**config.mk**
```make
export PLATFORM = sky130hd
export DESIGN_NAME = trusted_peer_table
export DESIGN_NICKNAME = d
export VERILOG_FILES = /design/src/rtl/core/tpt_pkg.sv /design/src/rtl/core/tpt_cell.sv /design/src/rtl/core/trusted_peer_table.sv
export SDC_FILE = /design/constraint.sdc
export NUM_CORES = 1
export LEC_CHECK = 0
export BUFFER_PORTS_ARGS = -buffer_cell sky130_fd_sc_hd__buf_2
export CORE_MARGIN = 1.5
export CORE_UTILIZATION = 65
export CTS_BUF_LIST = sky130_fd_sc_hd__clkbuf_16
export CTS_CLUSTER_SIZE = 24
export DETAILED_ROUTE_END_ITERATION = 8
export GPL_ROUTABILITY_DRIVEN = 0
export PLACE_DENSITY = 0.92
export SETUP_SLACK_MARGIN = 0.1
export SLEW_MARGIN = 40
export SYNTH_ARGS = -nofsm -noshare
export SYNTH_HDL_FRONTEND = slang
export SYNTH_SLANG_ARGS = --single-unit
```
**constraint.sdc**
```tcl
create_clock -name clk -period 12.3 [get_ports clk]
set_clock_uncertainty 0.1 [all_clocks]
set_input_delay 0.615 -clock clk [delete_from_list [all_inputs] [get_ports clk]]
set_output_delay 0.615 -clock clk [all_outputs]
set_load 0.02 [all_outputs]
```
**src/rtl/core/tpt_pkg.sv**
```systemverilog
package tpt_pkg;

	// request codes
	localparam logic [1:0] MODE_LOOKUP = 2'd0;
	localparam logic [1:0] MODE_ADD    = 2'd1;
	localparam logic [1:0] MODE_REMOVE = 2'd2;
	localparam logic [1:0] MODE_ERASE  = 2'd3;

	// result status codes
	localparam logic [1:0] ST_OK        = 2'd0;
	localparam logic [1:0] ST_NOT_FOUND = 2'd1;
	localparam logic [1:0] ST_FULL      = 2'd2;

	typedef struct packed {
		logic [1:0]  mode;
		logic [47:0] peer_address;
		logic [7:0]  address_kind;
		logic [63:0] key_high;
		logic [63:0] key_low;
	} req_t;

	typedef struct packed {
		logic [1:0] status;
		logic       hit;
		logic [2:0] slot;
		logic [3:0] entry_count;
	} rsp_t;

	// one stored peer
	typedef struct packed {
		logic [47:0] addr;
		logic [7:0]  kind;
		logic [63:0] key_high;
		logic [63:0] key_low;
	} entry_t;

	// per-cell controls from the sequencer
	typedef struct packed {
		logic valid;
		logic cmp;
		logic load;
		logic shift;
	} cell_ctrl_t;

endpackage

```
**src/rtl/core/tpt_cell.sv**
```systemverilog
module tpt_cell (
	input  logic                clk,
	input  logic                arst_n,
	input  tpt_pkg::cell_ctrl_t ctrl,
	input  tpt_pkg::entry_t     new_entry,
	input  tpt_pkg::entry_t     next_entry,
	output tpt_pkg::entry_t     entry,
	output logic                match
);

	tpt_pkg::entry_t entry_q;
	logic            match_q;

	// hold the entry; load a new one or take the upper neighbor's on a shift
	always_ff @(posedge clk) begin
		if (ctrl.load) begin
			entry_q <= new_entry;
		end else if (ctrl.shift) begin
			entry_q <= next_entry;
		end
	end

	// register the address compare for valid entries
	always_ff @(posedge clk or negedge arst_n) begin
		if (!arst_n) begin
			match_q <= 1'b0;
		end else if (ctrl.cmp) begin
			match_q <= ctrl.valid && (entry_q.addr == new_entry.addr);
		end
	end

	assign entry = entry_q;
	assign match = match_q;

endmodule

```
**src/rtl/core/trusted_peer_table.sv**
```systemverilog
// Trusted peer table: a packed list of up to ENTRIES peers (address, kind, key)
// held in a row of cells, one entry per cell.
// Request channel: drive req and raise start; the request is taken at the
// rising edge where start is high and busy is low. busy stays high while the
// request is in work.
// Result channel: done is high for exactly one cycle with rsp valid; the
// receiver takes it at the end of that cycle and cannot stall it.
// Steps: done rises after the compare in every cell, the first-match select
// and the update; a new request can be taken at the same edge at which the
// result is taken, so one request is finished before the next is taken.
// Remove moves every later cell down by one in the update step, each cell
// taking its upper neighbor's entry.
// Reset clears the entry count and the sequencer; entry contents are left
// as they are and are never read before being written.
module trusted_peer_table #(
	parameter int ENTRIES = 8
) (
	input  logic           clk,
	input  logic           arst_n,
	input  logic           start,
	input  tpt_pkg::req_t  req,
	output logic           busy,
	output logic           done,
	output tpt_pkg::rsp_t  rsp
);

	localparam int IW = (ENTRIES > 1) ? $clog2(ENTRIES) : 1;
	localparam int CW = $clog2(ENTRIES + 1);

	localparam logic [1:0] S_IDLE = 2'd0;
	localparam logic [1:0] S_CMP  = 2'd1;
	localparam logic [1:0] S_RES  = 2'd2;
	localparam logic [1:0] S_UPD  = 2'd3;

	logic [1:0]          state_q;
	tpt_pkg::req_t       req_q;
	logic [CW-1:0]       count_q;
	logic                hit_q;
	logic [IW-1:0]       hit_idx_q;
	logic                done_q;
	tpt_pkg::rsp_t       rsp_q;

	tpt_pkg::entry_t     new_entry;
	tpt_pkg::entry_t     cell_entry [ENTRIES];
	tpt_pkg::cell_ctrl_t cell_ctrl  [ENTRIES];
	logic [ENTRIES-1:0]  cell_match;

	logic                first_any;
	logic [IW-1:0]       first_idx;
	logic                full;
	logic [CW-1:0]       count_nx;
	tpt_pkg::rsp_t       rsp_nx;
	logic [31:0]         slot_w;
	logic [31:0]         count_w;

	assign new_entry = '{addr: req_q.peer_address, kind: req_q.address_kind,
		key_high: req_q.key_high, key_low: req_q.key_low};

	assign full = (count_q == CW'(ENTRIES));

	// row of cells, each fed by its upper neighbor
	for (genvar i = 0; i < ENTRIES; i++) begin : g_cell
		tpt_pkg::entry_t next_e;
		if (i == ENTRIES - 1) begin : g_last
			assign next_e = cell_entry[i];
		end else begin : g_mid
			assign next_e = cell_entry[i+1];
		end
		tpt_cell u_cell (
			.clk        (clk),
			.arst_n     (arst_n),
			.ctrl       (cell_ctrl[i]),
			.new_entry  (new_entry),
			.next_entry (next_e),
			.entry      (cell_entry[i]),
			.match      (cell_match[i])
		);
	end

	// select the lowest matching cell
	always_comb begin
		first_any = 1'b0;
		first_idx = '0;
		for (int i = ENTRIES - 1; i >= 0; i--) begin
			if (cell_match[i]) begin
				first_any = 1'b1;
				first_idx = IW'(i);
			end
		end
	end

	// drive cell controls for the compare and update steps
	always_comb begin
		for (int i = 0; i < ENTRIES; i++) begin
			cell_ctrl[i].valid = (32'(i) < 32'(count_q));
			cell_ctrl[i].cmp   = (state_q == S_CMP);
			cell_ctrl[i].load  = 1'b0;
			cell_ctrl[i].shift = 1'b0;
			if (state_q == S_UPD) begin
				case (req_q.mode)
					tpt_pkg::MODE_ADD: begin
						if (!full) begin
							if (hit_q) begin
								cell_ctrl[i].load = (IW'(i) == hit_idx_q);
							end else begin
								cell_ctrl[i].load = (32'(i) == 32'(count_q));
							end
						end
					end
					tpt_pkg::MODE_REMOVE: begin
						cell_ctrl[i].shift = hit_q && (IW'(i) >= hit_idx_q)
							&& (32'(i) + 32'd1 < 32'(count_q));
					end
					default: begin
						cell_ctrl[i].load = 1'b0;
					end
				endcase
			end
		end
	end

	// build the result and the next entry count
	always_comb begin
		count_nx = count_q;
		slot_w   = 32'd0;
		rsp_nx   = '{status: tpt_pkg::ST_OK, hit: 1'b0, slot: 3'd0, entry_count: 4'd0};
		case (req_q.mode)
			tpt_pkg::MODE_LOOKUP: begin
				rsp_nx.hit = hit_q;
				if (hit_q) begin
					slot_w = 32'(hit_idx_q);
				end else begin
					rsp_nx.status = tpt_pkg::ST_NOT_FOUND;
				end
			end
			tpt_pkg::MODE_ADD: begin
				if (full) begin
					rsp_nx.status = tpt_pkg::ST_FULL;
				end else if (hit_q) begin
					rsp_nx.hit = 1'b1;
					slot_w     = 32'(hit_idx_q);
				end else begin
					slot_w   = 32'(count_q);
					count_nx = count_q + CW'(1);
				end
			end
			tpt_pkg::MODE_REMOVE: begin
				rsp_nx.hit = hit_q;
				if (hit_q) begin
					slot_w   = 32'(hit_idx_q);
					count_nx = count_q - CW'(1);
				end else begin
					rsp_nx.status = tpt_pkg::ST_NOT_FOUND;
				end
			end
			default: begin
				count_nx = '0;
			end
		endcase
		count_w            = 32'(count_nx);
		rsp_nx.slot        = slot_w[2:0];
		rsp_nx.entry_count = count_w[3:0];
	end

	// advance the sequencer and hold the count
	always_ff @(posedge clk or negedge arst_n) begin
		if (!arst_n) begin
			state_q <= S_IDLE;
			count_q <= '0;
			hit_q   <= 1'b0;
			done_q  <= 1'b0;
		end else begin
			done_q <= 1'b0;
			case (state_q)
				S_IDLE: begin
					if (start) begin
						state_q <= S_CMP;
					end
				end
				S_CMP: begin
					state_q <= S_RES;
				end
				S_RES: begin
					hit_q   <= first_any;
					state_q <= S_UPD;
				end
				S_UPD: begin
					count_q <= count_nx;
					done_q  <= 1'b1;
					state_q <= S_IDLE;
				end
				default: begin
					state_q <= S_IDLE;
				end
			endcase
		end
	end

	// capture the request, the match index and the result payload
	always_ff @(posedge clk) begin
		if (state_q == S_IDLE && start) begin
			req_q <= req;
		end
		if (state_q == S_RES) begin
			hit_idx_q <= first_idx;
		end
		if (state_q == S_UPD) begin
			rsp_q <= rsp_nx;
		end
	end

	assign busy = (state_q != S_IDLE);
	assign done = done_q;
	assign rsp  = rsp_q;

endmodule

```
# Word level (Yosys, flattened, before mapping)

Index checks and enable logic that the tools add are counted.

$add $sub $neg: 2
$lt $le $gt $ge: 17
Equality and inequality tests: 29
Multiplexer cells: 85
Reductions and logical operators: 40

Operators with widths:

| kind                  | count |
|---|---|
| $mux W184             | 14 |
| $eq A48 B48 Y1        | 8 |
| $mux W1               | 45 |
| $logic_and A1 B1 Y1   | 25 |
| $mux W2               | 12 |
| $mux W3               | 7 |
| $eq A3 B4 Y1 const A  | 4 |
| $lt A3 B4 Y1 const A  | 4 |
| $reduce_bool A2 Y1    | 8 |
| $eq A3 B3 Y1 const A  | 4 |
| $ge A3 B3 Y1 const A  | 4 |
| $mux W4               | 3 |
| $pmux W3 S2           | 2 |
| $pmux W4 S3           | 1 |
| $eq A2 B4 Y1 const A  | 2 |
| $lt A1 B4 Y1 const A  | 2 |
| $lt A2 B4 Y1 const A  | 2 |
| $pmux W2 S4           | 1 |
| $eq A2 B2 Y1 const B  | 3 |
| $eq A2 B3 Y1 const A  | 2 |
| $ge A1 B3 Y1 const A  | 2 |
| $ge A2 B3 Y1 const A  | 2 |
| $add A4 B1 Y4 const B | 1 |
| $eq A1 B4 Y1 const A  | 1 |
| 11 further kinds      | 14 |

Bits in registers: 1551
Output and inout bits: 12
Logic and storage cells: 226

# Depth between registers and ports, before layout

Word-level depth: 8
Gate-level depth with buffers: 10

# By module

Synthesis repeated with hierarchy kept, for this count alone.

Cells, all modules: 4020
Area, all modules: 73284.0 um2

By module, submodules not included:

| module                          | times used | cells each | area each (um2) | seq. area each (um2) |
|---|---|---|---|---|
| tpt_cell (g_cell[1].u_cell ...) | 7          | 457        | 8265.4          | 5550.3 |
| tpt_cell (g_cell[0].u_cell)     | 1          | 457        | 8267.9          | 5550.3 |
| trusted_peer_table              | 1          | 364        | 7158.1          | 6175.9 |

# Worst setup path before layout

OpenSTA, ideal clock, no wires.

Kind: reg2reg
Start: register state_q[1]
End: register g_cell[1].u_cell.entry_q (netlist bit g_cell[1].u_cell.entry[136]), enable pin
Data arrival time: 6.297 ns
Data required time: 11.614 ns
Slack: 5.317 ns
Cell stages (with the launch flop): 6
Period minus slack after synthesis: 6.983 ns
Cells stage by stage: dfrtp_1 ha_1 clkbuf_1 and3_1 nand2_1 o41ai_1

Cells in the longest elaborated chain, start to end: 3

Ends and longest elaborated chain:

| item                                | line                      | RTL |
|---|---|---|
| from (decl)                         | trusted_peer_table.sv:35  | `logic [1:0] state_q;` |
| from (signal assigned)              | trusted_peer_table.sv:168 | `state_q <= S_IDLE;` |
| from (signal assigned)              | trusted_peer_table.sv:177 | `state_q <= S_CMP;` |
| from (signal assigned)              | trusted_peer_table.sv:181 | `state_q <= S_RES;` |
| $eq A2 B2 Y1                        | trusted_peer_table.sv:99  | `if (state_q == S_UPD) begin` |
| $mux W2                             | trusted_peer_table.sv:99  |  |
| $reduce_bool A2 Y1 (no source line) | -                         |  |
| to (signal assigned)                | tpt_cell.sv:17            | `entry_q <= new_entry;` |
| to (signal assigned)                | tpt_cell.sv:19            | `entry_q <= next_entry;` |
| to (decl)                           | tpt_cell.sv:11            | `tpt_pkg::entry_t entry_q;` |

No other way between the ends.
A chain may end at the register's enable or synchronous reset.

# Worst setup path in the final report

Start: register count_q[1]
End: register g_cell[6].u_cell.entry_q (netlist bit g_cell[6].u_cell.entry[138]), enable pin

Cells in the longest elaborated chain, start to end: 6
Elaborated cells between the ends (all ways): 10
Classes of those cells: order compare: 1; eq/ne: 2; mux: 5; reduce/logical: 2

Ends and longest elaborated chain:

| item                                    | line                      | RTL |
|---|---|---|
| from (decl)                             | trusted_peer_table.sv:37  | `logic [CW-1:0] count_q;` |
| from (signal assigned)                  | trusted_peer_table.sv:188 | `count_q <= count_nx;` |
| $eq A3 B4 Y1                            | trusted_peer_table.sv:106 | `cell_ctrl[i].load = (32'(i) == 32'(count_q));` |
| $mux W1                                 | trusted_peer_table.sv:103 | `if (hit_q) begin` |
| $mux W1                                 | trusted_peer_table.sv:102 | `if (!full) begin` |
| $mux W1                                 | trusted_peer_table.sv:100 | `case (req_q.mode)` |
| $mux W2 (*)                             | trusted_peer_table.sv:99  |  |
| $reduce_bool A2 Y1 (no source line) (*) | -                         |  |
| to (signal assigned)                    | tpt_cell.sv:17            |  |
| to (signal assigned)                    | tpt_cell.sv:19            |  |
| to (decl)                               | tpt_cell.sv:11            |  |

Mark *: on every way between the ends. The rest lies on a longest branch, timed or not.

==> key figures <==
Finish
  • Ant diodes: 0
  • Fill count: 2180
  • Nets: 1867
  • Growth of design area from synthesis to finish: 8.65%
  • Commonest non-fill, non-tap cell in the layout: edfxtp_1
  • Share of layout cells above drive strength 1: 28.7%
  • Final Non-Filler Cells: 2165
  • Commonest non-fill, non-tap cells in the layout: 447 x edfxtp_1, 287 x mux2_2, 178 x xnor2_1

Floorplanning
  • Die H: 193 um
  • # rows: 69
  • Die X: 193 um
  • I/O pin total: 201
  • Core area: 35600 um^2
  • Die ar.: 37300 um^2
  • Initial Utilization: 66.1%

Logic synthesis
  • Synth Cell Area: 23500 um^2
  • Share of synthesized registers carrying an async set or reset: 3.46%
  • Cells after synthesis: 1657
  • Number of synthesized flops with an enable pin: 447
  • Yosys top cell by area: edfxtp_1
  • Sequential area share after synthesis: 58.8%
  • Synthesis-stage register bit count: 463
  • Largest cells by area after synthesis: edfxtp_1 57%, mux2_2 14%, xnor2_1 6.6%
  • Synth top area share: 57.1%
  • Post-synth cell types: 63
  • Top_reg_cell synth: edfxtp_1
  • YS warnings: 0
  • Average size of a mapped cell: 14.2 um^2
  • Syn_nets: 1856

Timing
  • Least-Margin Pin Slew: 0.905 ns
  • Fin crit share: 32.3%
  • Setup violators final: 0
  • Final hold vios: 0
  • Fmax achieved: 252 MHz
  • Slew Limit Headroom: 39.1%
  • Final min period: 3.97 ns
  • Setup TNS: 0 ns
  • Unrepaired setup endpoints after global routing: false
  • Slew Limit Fails: 0

Pwr
  • Worst IR drop on VDD: 0.146 mV
  • Cell Pwr Density: 164 nW/um^2
  • Pint: 0.00291 W
  • Net Sw Frac: 30.7%
  • Sequential share of power: 49.4%
  • Power share of the clock group: 33.0%
  • Comb pwr share: 17.7%
  • P_sw: 0.00129 W
  • Lkg Pwr: 8.64 nW

Critical path
  • R2R setup slack: 8.33 ns
  • WP data arrival: 4.09 ns
  • CP Max Fanout: 49
  • Critical path type: flop to flop
  • Startpoint class of the critical path: flop
  • Critical path's most frequent cell: buf_4
  • WP data required: 12.41 ns
  • Crit path cell chain: inv_1 -> ha_1 -> nand3b_4 -> and3_1 -> nand2_4 -> a21oi_4 -> buf_4 -> a31o_2 -> buf_4
  • Crit-path slowest cell: buf_4
  • Crit-path max cell delay: 0.60 ns
  • Crit path capture type: flop

Clocking
  • CTS buffer count: 47
  • Clock tree buffer depth: 3
  • CTS clk-pin slew, worst paths: 0.07 ns
  • Htree depth: 2
  • Worst skew pair latency: 0.60 ns
  • Root Buffer: clkbuf_16
  • CTS resizes: 0
  • CTS tree: built
  • Clk sinks: 463

Routing
  • Vias per cell: 6.72
  • Detailed Route WL: 61.9 mm
  • Drt wl/cell: 28.6 um
  • Residual DRC: 0
  • DR vias: 14558
  • DR iter-0 viols: 2029
  • Post-detailed-route count of antenna-violating nets: 0
  • Number of detailed-route iterations in the first pass: 6

Placed design
  • PortBufs: 64
  • Placed Cells: 2074
  • HPWL after DPL: 41.6 mm

Global route
  • Antenna violations before repair: 1
  • Total grt overflow: 0
  • Vias in the first global route: 14403
  • First-pass GRT wire length: 90.4 mm
  • Largest net degree at the start of global routing: 63
  • Total track usage: 33.9%

Hold path
  • Min-delay worst type: primary input to flop

Run status
  • Outcome: complete, no violations

Flow run
  • Max Cap Viol: 0
## metal layers
layer  routed length (um)  up-vias  track usage, %
met2                28000     1099            52.0
met1                21200     7056            42.0
met5                   12        -               0
met3                 7470      277            8.98
li1                     -     6124               -
met4                 5180        2            24.0
## stage by stage
step	area [um^2]	power [W]	hold slack, ns	setup WS (ns)	util, %
3_5_place_dp	24000	0.00280	0.465	8.32	67.5
5_1_grt	25500	0.00431	0.0686	8.14	71.8
4_1_cts	25500	0.00417	0.0642	8.34	71.6
6_report	25500	0.00420	0.0889	8.33	71.8
2_1_floorplan	23500	0.00253	0.219	5.32	-
3_3_place_gp	24000	0.00276	0.443	8.43	67.5
## cell type report
type / count / area, um^2 / share of cell area [%]
multi-input combinational: 1017 / 8930 / 35.0
tap: 461 / 577 / 2.26
clock inverter: 37 / 263 / 1.03
inverter: 42 / 158 / 0.617
sequential: 463 / 13800 / 54.1
timing repair buffer: 97 / 593 / 2.32
clock buffer: 48 / 1200 / 4.70
## power by group through the flow
stage,Combinational (W),Sequential [W],Clock [W]
2_1_floorplan,0.000547,0.00198,0
3_3_place_gp,0.000673,0.00209,0
3_5_place_dp,0.000696,0.00211,0
4_1_cts,0.000704,0.00208,0.00139
5_1_grt,0.000778,0.00209,0.00144
6_report,0.000742,0.00207,0.00138
## cells in the mapped netlist (10+ instances only)
cell	number
o21ai_0	41
nand3_1	10
buf_1	22
o22ai_1	14
dfrtp_1	16
buf_6	11
nor2_1	12
edfxtp_1	447
nand2_1	47
inv_1	42
xor2_1	174
nand4_1	56
clkbuf_1	59
nor4_1	57
buf_2	35
xnor2_1	178
nor3_1	12
ha_1	10
nand2b_1	16
mux2_2	287
mux2_4	18
## worst max-delay path: cells and delay by family, from the launching register on
| family | cells | cell delay [ns] |
|---|---|---|
| buf+inv | 3 | 1.35 |
| simple gates | 3 | 0.85 |
| flops | 1 | 0.55 |
| compound gates | 2 | 0.33 |
| fa+ha+maj | 1 | 0.28 |
## what timing repair did
item | CTS | global route
setup buffers | 0 | 0
hold buffers | 1 | 0
endpoints found under the hold margin | 16 | 0
## cells by family after synthesis
logic type	after synthesis	share of synthesized area (%)
fa+ha+maj	10	0.532
simple gates	231	5.57
mux	313	15.3
xor+xnor	352	13.1
buf+inv	177	3.52
flops	463	58.8
compound gates	111	3.20
## flip-flops by register name, summed over array words and instances (netlist names)
name and cells:
hit_q 1, new_entry 48, state_q 2, count_q 4, rsp 10, req_q 2
hit_idx_q 3, g_cell.u_cell.entry 384, g_cell.u_cell.match 8, done 1
## final timing paths
kind | from | cells after the start | end
worst max-delay path | count_q[1] | 9 | g_cell[6].u_cell.entry[138]
worst min-delay path | req[181] | 1 | new_entry[181]
worst max register to register | count_q[1] | 9 | g_cell[6].u_cell.entry[138]
worst min register to register | g_cell[1].u_cell.entry[141] | 1 | g_cell[0].u_cell.entry[141]
max in group asynchronous | arst_n | 2 | state_q[1]
min in group asynchronous | arst_n | 2 | count_q[1]
Power figures use the tool's default switching activity.
